===== config.mk =====
export PLATFORM = sky130hd
export DESIGN_NAME = riff_chunk_search
export DESIGN_NICKNAME = d
export VERILOG_FILES = /design/src/design/rcs_pkg.sv /design/src/design/rcs_front.sv /design/src/design/rcs_queue.sv /design/src/design/rcs_back.sv /design/src/design/riff_chunk_search.sv
export SDC_FILE = /design/constraint.sdc
export NUM_CORES = 1
export LEC_CHECK = 0
export BUFFER_PORTS_ARGS = -buffer_cell sky130_fd_sc_hd__buf_4
export CAP_MARGIN = 10
export CORE_ASPECT_RATIO = 0.9
export CORE_MARGIN = 4
export CORE_UTILIZATION = 30
export DETAILED_ROUTE_END_ITERATION = 10
export PLACE_DENSITY = 0.54
export SLEW_MARGIN = 20
export SYNTH_ARGS = -nofsm -noshare
export SYNTH_HDL_FRONTEND = slang
export SYNTH_HIERARCHICAL = 1
export SYNTH_SLANG_ARGS = --single-unit

===== constraint.sdc =====
create_clock -name clk -period 10.5 [get_ports clk]
set_input_delay 0 -clock clk [delete_from_list [all_inputs] [get_ports clk]]
set_output_delay 0 -clock clk [all_outputs]
set_load 0.02 [all_outputs]

===== src/design/rcs_pkg.sv =====
// ----------------------------------------------------------------------------
// rcs_pkg
// shared types and constants for the riff chunk search block
// ----------------------------------------------------------------------------
`default_nettype none

package rcs_pkg;

  // 'L','I','S','T' packed little-endian
  localparam logic [31:0] LIST_FOURCC = 32'h5453_494C;

  // default depth of the queue between front and back
  localparam int QUEUE_DEPTH_DEF = 4;

  // apb register map
  localparam int          CFG_ADDR_W     = 3;
  localparam logic        REG_TARGET_ID  = 1'b0;
  localparam logic        REG_START_OFFS = 1'b1;

  // one classified stream beat
  typedef struct packed {
    logic [7:0] data;
    logic       first;
    logic       last;
  } item_t;

  // configuration seen by the back part
  typedef struct packed {
    logic [31:0] target_id;
    logic [31:0] start_offset;
  } cfg_t;

endpackage

`default_nettype wire


===== src/design/rcs_front.sv =====
// ----------------------------------------------------------------------------
// rcs_front
// apb register file and input beat classification
// ----------------------------------------------------------------------------
`default_nettype none

module rcs_front
  import rcs_pkg::*;
(
  input  wire logic                  clk,
  input  wire logic                  rst_n,
  // configuration
  input  wire logic                  psel,
  input  wire logic                  penable,
  input  wire logic                  pwrite,
  input  wire logic [CFG_ADDR_W-1:0] paddr,
  input  wire logic [31:0]           pwdata,
  output logic      [31:0]           prdata,
  output logic                       pready,
  // input channel
  input  wire logic                  in_valid,
  input  wire logic [7:0]            in_data_byte,
  input  wire logic                  in_first_byte,
  input  wire logic                  in_last_byte,
  // queue side
  input  wire logic                  q_full,
  output logic                       push,
  output item_t                      push_item,
  output cfg_t                       cfg
);

  logic [31:0] target_r, target_nxt;
  logic [31:0] start_r,  start_nxt;
  logic        wr_en;

  assign pready = 1'b1;
  assign wr_en  = psel && penable && pwrite;

  always_comb begin
    target_nxt = target_r;
    start_nxt  = start_r;
    if (wr_en) begin
      unique case (paddr[2])
        REG_TARGET_ID:  target_nxt = pwdata;
        REG_START_OFFS: start_nxt  = pwdata;
        default:        target_nxt = target_r;
      endcase
    end
  end

  always_ff @(posedge clk) begin
    if (!rst_n) begin
      target_r <= '0;
      start_r  <= '0;
    end else begin
      target_r <= target_nxt;
      start_r  <= start_nxt;
    end
  end

  always_comb begin
    unique case (paddr[2])
      REG_TARGET_ID:  prdata = target_r;
      REG_START_OFFS: prdata = start_r;
      default:        prdata = '0;
    endcase
  end

  assign cfg.target_id    = target_r;
  assign cfg.start_offset = start_r;

  // a beat enters whenever the queue has room
  assign push            = in_valid && !q_full;
  assign push_item.data  = in_data_byte;
  assign push_item.first = in_first_byte;
  assign push_item.last  = in_last_byte;

endmodule

`default_nettype wire


===== src/design/rcs_queue.sv =====
// ----------------------------------------------------------------------------
// rcs_queue
// small fifo of classified beats between front and back
// ----------------------------------------------------------------------------
`default_nettype none

module rcs_queue
  import rcs_pkg::*;
#(
  parameter int DEPTH = QUEUE_DEPTH_DEF
) (
  input  wire logic  clk,
  input  wire logic  rst_n,
  input  wire logic  push,
  input  item_t      push_item,
  input  wire logic  pop,
  output logic       full,
  output logic       nonempty,
  output item_t      head
);

  localparam int PTR_W = (DEPTH > 1) ? $clog2(DEPTH) : 1;
  localparam int CNT_W = $clog2(DEPTH + 1);

  item_t            mem_r [DEPTH];
  logic [PTR_W-1:0] wptr_r, rptr_r;
  logic [CNT_W-1:0] cnt_r;

  function automatic logic [PTR_W-1:0] ptr_inc(input logic [PTR_W-1:0] p);
    if (p == PTR_W'(DEPTH - 1)) return '0;
    return p + 1'b1;
  endfunction

  assign full     = (cnt_r == CNT_W'(DEPTH));
  assign nonempty = (cnt_r != '0);
  assign head     = mem_r[rptr_r];

  always_ff @(posedge clk) begin
    if (push) mem_r[wptr_r] <= push_item;
  end

  always_ff @(posedge clk) begin
    if (!rst_n) begin
      wptr_r <= '0;
      rptr_r <= '0;
      cnt_r  <= '0;
    end else begin
      if (push) wptr_r <= ptr_inc(wptr_r);
      if (pop)  rptr_r <= ptr_inc(rptr_r);
      if (push && !pop)      cnt_r <= cnt_r + 1'b1;
      else if (pop && !push) cnt_r <= cnt_r - 1'b1;
    end
  end

endmodule

`default_nettype wire


===== src/design/rcs_back.sv =====
// ----------------------------------------------------------------------------
// rcs_back
// chunk walker: word assembly, id compare, body skip, result register
// ----------------------------------------------------------------------------
`default_nettype none

module rcs_back
  import rcs_pkg::*;
(
  input  wire logic         clk,
  input  wire logic         rst_n,
  input  cfg_t              cfg,
  input  wire logic         q_nonempty,
  input  item_t             q_head,
  output logic              pop,
  output logic              out_valid,
  input  wire logic         out_stall,
  output logic              out_found,
  output logic [31:0]       out_match_offset
);

  typedef enum logic [1:0] {
    PH_ID    = 2'd0,
    PH_SIZE  = 2'd1,
    PH_LTYPE = 2'd2,
    PH_SKIP  = 2'd3
  } phase_t;

  phase_t      phase_r, phase_nxt, phase_c;
  logic [1:0]  bcnt_r,  bcnt_nxt,  bcnt_c;
  logic [31:0] word_r,  word_nxt,  word_c;
  logic [32:0] skip_r,  skip_nxt,  skip_c;
  logic [31:0] pos_r,   pos_nxt,   pos_c;
  logic        fin_r,   fin_nxt,   fin_c;
  logic        ovld_r;
  logic        found_r;
  logic [31:0] offs_r;
  logic        emit, hit;
  logic [32:0] size_even;

  assign pop = q_nonempty && (!ovld_r || !out_stall);

  assign size_even = ({1'b0, word_nxt} + 33'd1) & ~33'd1;

  always_comb begin
    // a first mark restarts the walk before the beat is used
    if (q_head.first) begin
      phase_c = PH_ID;
      bcnt_c  = '0;
      word_c  = '0;
      skip_c  = '0;
      pos_c   = cfg.start_offset;
      fin_c   = 1'b0;
    end else begin
      phase_c = phase_r;
      bcnt_c  = bcnt_r;
      word_c  = word_r;
      skip_c  = skip_r;
      pos_c   = pos_r;
      fin_c   = fin_r;
    end
    phase_nxt = phase_c;
    bcnt_nxt  = bcnt_c;
    word_nxt  = word_c;
    skip_nxt  = skip_c;
    pos_nxt   = pos_c;
    fin_nxt   = fin_c;
    emit      = 1'b0;
    hit       = 1'b0;
    if (!fin_c) begin
      pos_nxt = pos_c + 32'd1;
      if (phase_c == PH_SKIP) begin
        skip_nxt = skip_c - 33'd1;
        if (skip_nxt == '0) phase_nxt = PH_ID;
      end else begin
        word_nxt = {q_head.data, word_c[31:8]};
        bcnt_nxt = bcnt_c + 2'd1;
        if (bcnt_nxt == 2'd0) begin
          unique case (phase_c)
            PH_ID: begin
              if (word_nxt == cfg.target_id) begin
                emit = 1'b1;
                hit  = 1'b1;
              end else begin
                skip_nxt  = {32'd0, (word_nxt == LIST_FOURCC)};
                phase_nxt = PH_SIZE;
              end
            end
            PH_SIZE: begin
              if (skip_c != '0) begin
                skip_nxt  = '0;
                phase_nxt = PH_LTYPE;
              end else begin
                skip_nxt  = size_even;
                phase_nxt = (size_even != '0) ? PH_SKIP : PH_ID;
              end
            end
            PH_LTYPE: begin
              if (word_nxt == cfg.target_id) begin
                emit = 1'b1;
                hit  = 1'b1;
              end else begin
                phase_nxt = PH_ID;
              end
            end
            default: phase_nxt = PH_ID;
          endcase
        end
      end
      if (!emit && q_head.last) emit = 1'b1;
      if (emit) fin_nxt = 1'b1;
    end
  end

  always_ff @(posedge clk) begin
    if (!rst_n) begin
      phase_r <= PH_ID;
      bcnt_r  <= '0;
      word_r  <= '0;
      skip_r  <= '0;
      pos_r   <= '0;
      fin_r   <= 1'b1;
      ovld_r  <= 1'b0;
    end else begin
      if (pop) begin
        phase_r <= phase_nxt;
        bcnt_r  <= bcnt_nxt;
        word_r  <= word_nxt;
        skip_r  <= skip_nxt;
        pos_r   <= pos_nxt;
        fin_r   <= fin_nxt;
      end
      if (pop && emit) begin
        ovld_r  <= 1'b1;
        found_r <= hit;
        offs_r  <= hit ? pos_nxt : 32'd0;
      end else if (!out_stall) begin
        ovld_r  <= 1'b0;
      end
    end
  end

  assign out_valid        = ovld_r;
  assign out_found        = found_r;
  assign out_match_offset = offs_r;

endmodule

`default_nettype wire


===== src/design/riff_chunk_search.sv =====
// ----------------------------------------------------------------------------
// riff_chunk_search
// scans a riff byte stream for a fourcc as chunk id or list type
// ----------------------------------------------------------------------------
//
//  channel  | handshake                  | payload
//  ---------+----------------------------+-----------------------------------
//  in       | in_valid / in_stall        | in_data_byte, in_first_byte,
//           |                            | in_last_byte
//  out      | out_valid / out_stall      | out_found, out_match_offset
//  cfg      | psel penable pwrite pready | paddr, pwdata, prdata
//
//  one byte beat per clock sustained while no result is held by out_stall;
//  the chunk walker in the back part handles one beat each cycle, its 33-bit
//  skip counter update and id compare are combinational
//  a result appears on out in the cycle after its byte leaves the queue
//  synchronous active-low reset; no clearing pass, the walker idles until
//  the first first-byte mark
//  in_stall rises only when the queue is full, which takes a stall on out
//  held while the result register is occupied
// ----------------------------------------------------------------------------
`default_nettype none

module riff_chunk_search
  import rcs_pkg::*;
#(
  parameter int QUEUE_DEPTH = QUEUE_DEPTH_DEF
) (
  input  wire logic                  clk,
  input  wire logic                  rst_n,
  // configuration
  input  wire logic                  psel,
  input  wire logic                  penable,
  input  wire logic                  pwrite,
  input  wire logic [CFG_ADDR_W-1:0] paddr,
  input  wire logic [31:0]           pwdata,
  output logic      [31:0]           prdata,
  output logic                       pready,
  // byte stream
  input  wire logic                  in_valid,
  output logic                       in_stall,
  input  wire logic [7:0]            in_data_byte,
  input  wire logic                  in_first_byte,
  input  wire logic                  in_last_byte,
  // search result
  output logic                       out_valid,
  input  wire logic                  out_stall,
  output logic                       out_found,
  output logic [31:0]                out_match_offset
);

  // front to queue
  logic  push;
  item_t push_item;
  cfg_t  cfg;

  // queue to back
  logic  q_full;
  logic  q_nonempty;
  item_t q_head;
  logic  pop;

  assign in_stall = q_full;

  // register file and beat classification
  rcs_front u_front (
    .clk       (clk),
    .rst_n     (rst_n),
    .psel      (psel),
    .penable   (penable),
    .pwrite    (pwrite),
    .paddr     (paddr),
    .pwdata    (pwdata),
    .prdata    (prdata),
    .pready    (pready),
    .in_valid  (in_valid),
    .in_data_byte  (in_data_byte),
    .in_first_byte (in_first_byte),
    .in_last_byte  (in_last_byte),
    .q_full    (q_full),
    .push      (push),
    .push_item (push_item),
    .cfg       (cfg)
  );

  // decouples the input side from result backpressure
  rcs_queue #(
    .DEPTH (QUEUE_DEPTH)
  ) u_queue (
    .clk       (clk),
    .rst_n     (rst_n),
    .push      (push),
    .push_item (push_item),
    .pop       (pop),
    .full      (q_full),
    .nonempty  (q_nonempty),
    .head      (q_head)
  );

  // chunk walker and result register
  rcs_back u_back (
    .clk              (clk),
    .rst_n            (rst_n),
    .cfg              (cfg),
    .q_nonempty       (q_nonempty),
    .q_head           (q_head),
    .pop              (pop),
    .out_valid        (out_valid),
    .out_stall        (out_stall),
    .out_found        (out_found),
    .out_match_offset (out_match_offset)
  );

endmodule

`default_nettype wire


==> run_results.csv, run 1 <==
group,metric,value,unit
sta,fin_worst_hold_slack,0.143,ns
finish,drive_above_1_share,12.9,%
pwr,swShare,42.7,%
placed_design,place.detailed.hpwl,40000,um
critical_path,crit_path_frequent_cell,"a21oi_1",
detailed_routing,wl,56500,um
synth,synth_cell_types,92,
finish,mostFrequentLayoutCells,"nand2_1 (282), nor2_1 (187), dfxtp_1 (176)",
finish,final_common_cell,"nand2_1",
synth,avgSynthCellArea,8.35,um^2
die,fp.dieW,250,um
clocking,htreeDepth,1,
flow_run,maxCapViolations,0,
sta,fmax,0.181,GHz
global_route,grt.overflow.total,0,
die,fp-row-count,79,
critical_path,cp_max_fo,69,
synth,syn-num-nets,1952,
sta,tightest_slew,1.12,ns
synth,synth_ff_type,"dfxtp_1",
synth,netlist_area,15700,um^2
pwr,internal_power,2.17,mW
status,status,"finished clean",
critical_path,arrival,5.99,ns
die,pin_count,120,
sta,hold_viol,0,
detailed_routing,wire_per_inst,21.3,um
placed_design,dp.cells,2553,
detailed_routing,vias,14976,
critical_path,crit_chain,"mux4_4 > buf_4 > nand2b_1 > mux2i_1 > ha_1 > nand4b_1 > nor4_1 > a21oi_1 > buf_4 > a21oi_1 > xor2_1 > o32a_1 > nand4_1 > nor3_2 > a21oi_1 > o221a_1",
finish,nets,2005,
detailed_routing,dr.pass1.iters,6,
placed_design,gp_congestion,0.953,
critical_path,r2r-end,"u_back/phase_r[1]",
critical_path,endpoint_kind,"register",
global_route,grt_max_degree,97,
critical_path,r2r_slack,4.99,ns
clocking,cts_root_buffer,"clkbuf_16",
detailed_routing,ant_nets,0,
synth,synth-seq-area-share,36.3,%
sta,setup_viol,0,
clocking,cts_tree,"done",
global_route,antenna_found_initial,1,
critical_path,crit_type,"register to register",
pwr,power_frac_comb,40.4,%
pwr,vdd_drop_max,0.000158,V
sta,rsz0062_at_grt,"no",
global_route,grt_pass1_wl,85700,um
sta,fin_setup_tns,0,ns
hold_path,worstHoldStart,"penable",
synth,syn_inst,1887,
detailed_routing,drt_iter0_markers,1636,
clocking,cts_buffers,28,
pwr,p_leak,6.52,nW
sta,fin_crit,5.51,ns
critical_path,slowest_delay,0.94,ns
critical_path,start_kind,"register",
hold_path,hold_depth,4,
finish,syn_to_final_growth,16.4,%
global_route,first_global_vias,14008,
die,die_h,225,um
hold_path,hold_end,"u_front/start_r[8]",
pwr,p_sw,1.62,mW
detailed_routing,drc_errors,0,
sta,skew,0.0161,ns
clocking,clockBufferDepth,3,
sta,fin_crit_sh,52.5,%
sta,maxSlewHeadroom,25.1,%
finish,fill_cells,5360,
finish,final-instance-count-excl-fill,2650,
critical_path,reg2regPathDepth,16,
pwr,seq_power_share,32.4,%
synth,ys_async_sr_fraction,0,%
clocking,cts.clk_slew.worst_paths,0.07,ns
placed_design,io_buffer_count,116,
die,start_util,30.4,%
sta,maxSlewViolCount,0,
synth,ys_ff_latch,249,
synth,synth-edff-count,73,
finish,diodes,0,
die,fp.coreArea,51800,um^2
hold_path,hp-class,"primary input to register",
global_route,grtUsageTotal,19.1,%
critical_path,worstPathRequired,10.97,ns
detailed_routing,avgViaCountPerCell,5.65,
synth,yosys_warnings,6,
clocking,cts_setup_buffers,0,
pwr,clockPowerShare,27.2,%
clocking,clock_latency,0.58,ns
die,die-area,56200,um^2
clocking,cts_sinks,249,
critical_path,critPathSlowestCell,"mux4_4",
pwr,p_per_area,207,nW/um^2
==> worst max-delay path: cells and delay by family (launching register included) <==
kind / cells / cell delay (ns)
adders and majority gates: 1 / 0.36
muxes: 2 / 1.30
buffers and inverters: 2 / 0.66
xor gates and xnor gates: 1 / 0.48
AOI/OAI and AO/OA: 5 / 0.81
DFF: 1 / 0.74
and+or+nand+nor: 5 / 1.04
==> repair_timing <==
action,in CTS,in global routing
hold endpoints to repair,131,0
resized for setup,0,0
hold buffers,45,0
==> layer usage <==
layer	vias to the layer above	GRT usage, %	part of all wire, %
li1	6903	-	-
met1	7282	28.1	46
met2	682	28.2	42
met3	109	3.99	8.6
met4	0	5.87	3.1
met5	-	0	0
==> power by group through the flow <==
stage,Sequential [mW],Combinational (mW),Clock (mW)
2_1_floorplan,1.17,1.09,0
3_3_place_gp,1.24,1.48,0
3_5_place_dp,1.24,1.49,0
4_1_cts,1.22,1.51,1.05
5_1_grt,1.24,1.65,1.09
6_report,1.23,1.53,1.03
==> how the worst max path moves through the flow <==
stage | from | end | slack [ns]
2_1_floorplan | register | u_back/out_found | 5.56
3_3_place_gp | register | u_back/phase_r[1] | 5.01
3_5_place_dp | register | u_back/phase_r[1] | 5.01
4_1_cts | register | u_back/phase_r[1] | 5.00
5_1_grt | register | u_back/skip_r[28] | 4.51
6_report | register | u_back/phase_r[1] | 4.99
==> area by class of cell <==
type	count	area (um^2)	share of cell area (%)
clock buffers	37	786	4.29
clock inverters	15	170	0.928
inverters	22	82.6	0.451
multi-input cells	1459	9250	50.5
flip-flops and latches	249	5720	31.2
well taps	688	861	4.70
repair buffers	180	1460	7.99
==> cell families (layout without fill, tap and decap cells) <==
logic type	after synthesis	after routing	share of synthesized area, %
AOI/OAI and AO/OA	407	407	16.9
xor gates and xnor gates	104	104	5.78
adders and majority gates	13	13	1.08
buffers and inverters	179	254	5.19
DFF	249	249	36.3
muxes	151	151	10.7
other	1	1	0.0238
and+or+nand+nor	783	783	24.1
==> registers in the layout, summed over array words and instances (netlist names), named ones only <==
signal                   count
u_back/out_match_offset     32
u_back/pos_r                32
u_back/skip_r               33
u_queue/mem_r               40
u_queue/wptr_r               2
u_back/out_valid             1
u_queue/rptr_r               2
u_front/target_r            32
u_back/word_r               32
u_back/bcnt_r                2
u_back/out_found             1
u_back/fin_r                 1
u_back/phase_r               2
u_front/start_r             32
u_queue/cnt_r                3
==> metrics by stage <==
stage | area (um^2) | utilization, % | total power [mW] | setup slack, ns
4_1_cts | 18300 | 35.4 | 3.78 | 5.00
3_3_place_gp | 16900 | 32.7 | 2.72 | 5.01
3_5_place_dp | 16900 | 32.7 | 2.73 | 5.01
5_1_grt | 18300 | 35.4 | 3.98 | 4.51
2_1_floorplan | 15700 | - | 2.27 | 5.56
6_report | 18300 | 35.4 | 3.79 | 4.99
==> cell usage after synthesis, drive strengths merged, types with 6 or more instances <==
| cell type | n | area, um^2 |
|---|---|---|
| nand2 | 283 | 1070 |
| nor2 | 189 | 709 |
| dfxtp | 176 | 3520 |
| a21oi | 113 | 573 |
| mux2i | 107 | 1070 |
| o21ai | 92 | 460 |
| clkbuf | 91 | 343 |
| edfxtp | 73 | 2190 |
| buf | 66 | 392 |
| nand3 | 62 | 310 |
| xnor2 | 61 | 534 |
| xor2 | 43 | 377 |
| nand4 | 38 | 244 |
| nor3 | 35 | 185 |
| mux2 | 34 | 383 |
| a22oi | 30 | 225 |
| nor4 | 26 | 193 |
| a31oi | 25 | 156 |
| nor2b | 23 | 144 |
| and2 | 21 | 131 |
| inv | 21 | 78.8 |
| and3 | 18 | 113 |
| o22ai | 16 | 100 |
| nand2b | 15 | 93.8 |
| ha | 12 | 150 |
| or3 | 12 | 75.1 |
| nand4b | 11 | 96.3 |
| a22o | 10 | 87.6 |
| mux4 | 10 | 225 |
| nand3b | 10 | 75.1 |
| nor4bb | 10 | 100 |
| o211ai | 10 | 75.1 |
| o32ai | 10 | 87.6 |
| a21o | 9 | 67.6 |
| o21a | 9 | 67.6 |
| a211oi | 8 | 65.1 |
| o2111ai | 8 | 70.1 |
| o31ai | 8 | 65.1 |
| or2 | 8 | 50.1 |
| a32oi | 7 | 61.3 |
| a21boi | 6 | 45.0 |
| o2bb2ai | 6 | 52.6 |
Power figures use the tool's default switching activity.
==> inputs of run 2 (changes only) <==
--- a/config.mk
+++ b/config.mk
@@ -5,6 +5,7 @@
 export SDC_FILE = /design/constraint.sdc
 export NUM_CORES = 1
 export LEC_CHECK = 0
+export ABC_AREA = 1
 export BUFFER_PORTS_ARGS = -buffer_cell sky130_fd_sc_hd__buf_4
 export CAP_MARGIN = 10
 export CORE_ASPECT_RATIO = 0.9
==> constraint.sdc (replaced) <==
create_clock -name clk -period 5.2 [get_ports clk]
set_input_delay 0 -clock clk [delete_from_list [all_inputs] [get_ports clk]]
set_output_delay 0 -clock clk [all_outputs]
set_load 0.02 [all_outputs]
==> run_results.csv, run 2 <==
group,metric,value,unit
detailed_routing,ant_nets,0,
synth,synth_most_common_cell,"nand2_1",
finish,mostFrequentLayoutCells,"nand2_1 (612), nor2_1 (359), inv_1 (301)",
critical_path,arrival,4.98,ns
synth,synth_top_area_share,21.8,%
critical_path,crit_path_frequent_cell,"nand2_1",
finish,nets,2612,
placed_design,dp.cells,3166,
sta,fin_crit,4.49,ns
finish,final_common_cell,"nand2_1",
finish,final-instance-count-excl-fill,3267,
detailed_routing,wl,54000,um
critical_path,crit_chain,"inv_2 > o21ai_1 > o22ai_4 > inv_2 > nand2_1 > nand2_1 > buf_4 > nand2_1 > nand2_1 > nand2_1 > nor2_1 > nand2_1 > nor2_2 > nand2_1 > nand2_1 > nand2_1 > nor4_1 > o21bai_1 > nand2_1 > nand2_1 > a21oi_1",
synth,synth_top_area_cell,"dfxtp_1",
clocking,cts_buffers,29,
sta,maxSlewViolCount,0,
detailed_routing,drc_errors,0,
finish,final_area,18900,um^2
die,die-area,57700,um^2
placed_design,place.detailed.hpwl,38700,um
sta,rsz0062_at_grt,"no",
global_route,antenna_found_initial,1,
synth,synth-edff-count,73,
clocking,clock_latency,0.57,ns
global_route,first_global_vias,14971,
clocking,ctsResizeCount,0,
clocking,clockBufferDepth,3,
critical_path,cp_max_fo,32,
synth,synth-seq-area-share,35.4,%
finish,syn_to_final_growth,16.9,%
placed_design,dpl_cell_area,17400,um^2
sta,fin_setup_tns,0,ns
synth,synth_cell_types,47,
placed_design,io_buffer_count,116,
critical_path,critPathSlowestCell,"dfxtp_1",
finish,regMostFlops,"u_queue/mem_r",
clocking,cts_root_buffer,"clkbuf_16",
critical_path,start_kind,"register",
synth,syn-num-nets,2523,
flow_run,maxCapViolations,0,
synth,ys_async_sr_fraction,0,%
sta,tightest_slew,1.01,ns
global_route,grtUsageTotal,18.1,%
global_route,grt.overflow.total,0,
detailed_routing,avgViaCountPerCell,4.90,
synth,yosys-top-cells-area,"dfxtp_1 (22%), nand2_1 (14%), edfxtp_1 (14%), nor2_1 (8.4%), inv_1 (7.0%)",
synth,ys_ff_latch,249,
synth,yosys_warnings,6,
die,fp.coreArea,53200,um^2
finish,drive_above_1_share,10.2,%
detailed_routing,vias,16017,
die,fp.dieW,253,um
critical_path,endpoint_kind,"register",
global_route,grt_max_degree,78,
pwr,p_per_area,502,nW/um^2
sta,setup_viol,0,
sta,fin_crit_sh,86.3,%
clocking,htreeDepth,1,
status,status,"finished clean",
detailed_routing,wire_per_inst,16.5,um
hold_path,hp-class,"primary input to register",
finish,fill_cells,5676,
finish,post-route-util,35.5,%
sta,skew,0.0213,ns
pwr,p_leak,8.63,nW
detailed_routing,dr.pass1.iters,6,
critical_path,slowest_delay,0.59,ns
clocking,cts.clk_slew.worst_paths,0.06,ns
die,pin_count,120,
clocking,cts_sinks,249,
sta,hold_viol,0,
synth,avgSynthCellArea,6.58,um^2
detailed_routing,drt_iter0_markers,1282,
die,die_h,228,um
sta,maxSlewHeadroom,32.8,%
placed_design,gp_congestion,0.938,
finish,top_regs,"u_queue/mem_r x40, u_back/skip_r x33",
critical_path,worstPathRequired,5.70,ns
pwr,vdd_drop_max,0.000352,V
synth,netlist_area,16200,um^2
die,fp-row-count,80,
synth,syn_inst,2458,
synth,synth_ff_type,"dfxtp_1",
critical_path,crit_type,"register to register",
die,start_util,30.4,%
clocking,cts_setup_buffers,0,
synth,synth_common_cells,"nand2_1 (612), nor2_1 (361), inv_1 (301)",
clocking,cts_tree,"done",
sta,fmax,0.223,GHz
global_route,grt_pass1_wl,85300,um
finish,largest_reg_flops,40,
-- run 2: worst max-delay path, delay by kind of cell (launching register included) --
family / cells / cell delay (ns)
AO/OA/AOI/OAI: 4 / 0.65
buffers and inverters: 3 / 0.82
flip-flops: 1 / 0.59
AND/OR/NAND/NOR: 14 / 2.37
-- run 2: timing repair --
| item | CTS | global route |
|---|---|---|
| hold endpoints to repair | 115 | 0 |
| endpoints found under the setup margin | 0 | 0 |
| hold buffers | 47 | 0 |
-- run 2: final cells by class --
cell class | count | area, um^2 | area share, %
Inverter | 320 | 1200 | 6.36
Tap cell | 697 | 872 | 4.62
Multi-Input combinational cell | 1752 | 8530 | 45.1
Antenna cell | 1 | 2.50 | 0.0132
Sequential cell | 249 | 5720 | 30.3
Clock buffer | 33 | 741 | 3.92
Clock inverter | 20 | 239 | 1.26
Timing Repair Buffer | 195 | 1590 | 8.44
-- run 2: worst paths after layout --
check                                        from                  end  slack [ns]  cells after the start
worst min-delay path                      penable  u_front/target_r[5]        0.06                      5
worst max-delay path                     register    u_back/skip_r[23]        0.71                     21
worst min register to register  u_back/skip_r[14]    u_back/skip_r[14]        0.46                      2
worst max register to register           register    u_back/skip_r[23]        0.71                     21
-- run 2: power breakdown --
part	leakage (nW)	internal, mW	switching [mW]
Sequential	2.12	2.41	0.205
Clock	0.463	1.27	0.853
Combinational	6.05	1.38	3.36
Total	8.63	5.06	4.42
-- run 2: logic make-up after synthesis --
family | Yosys count | share of synthesized area (%)
compound gates | 340 | 11.6
xor+xnor | 96 | 5.20
fa+ha+maj | 13 | 1.05
buf+inv | 457 | 12.1
flops | 249 | 35.4
mux | 11 | 0.681
other cells | 1 | 0.0232
simple gates | 1291 | 34.0
-- run 2: metal layers --
layer / vias up / GRT usage [%] / routed length, um
li1: 8013 / - / -
met4: 0 / 3.45 / 1010
met5: - / 0 / 0
met3: 70 / 2.21 / 3590
met2: 552 / 27.9 / 23300
met1: 7382 / 27.5 / 26100
-- run 2: per-stage QoR --
stage	power [mW]	setup slack, ns	hold WS, ns
after global placement	7.25	0.837	0.200
after floorplan	5.95	0.817	0.121
final	9.48	0.712	0.0557
after CTS	9.50	0.763	0.0314
after detailed placement	7.29	0.801	0.205
after global routing	10.2	0.247	0.0778
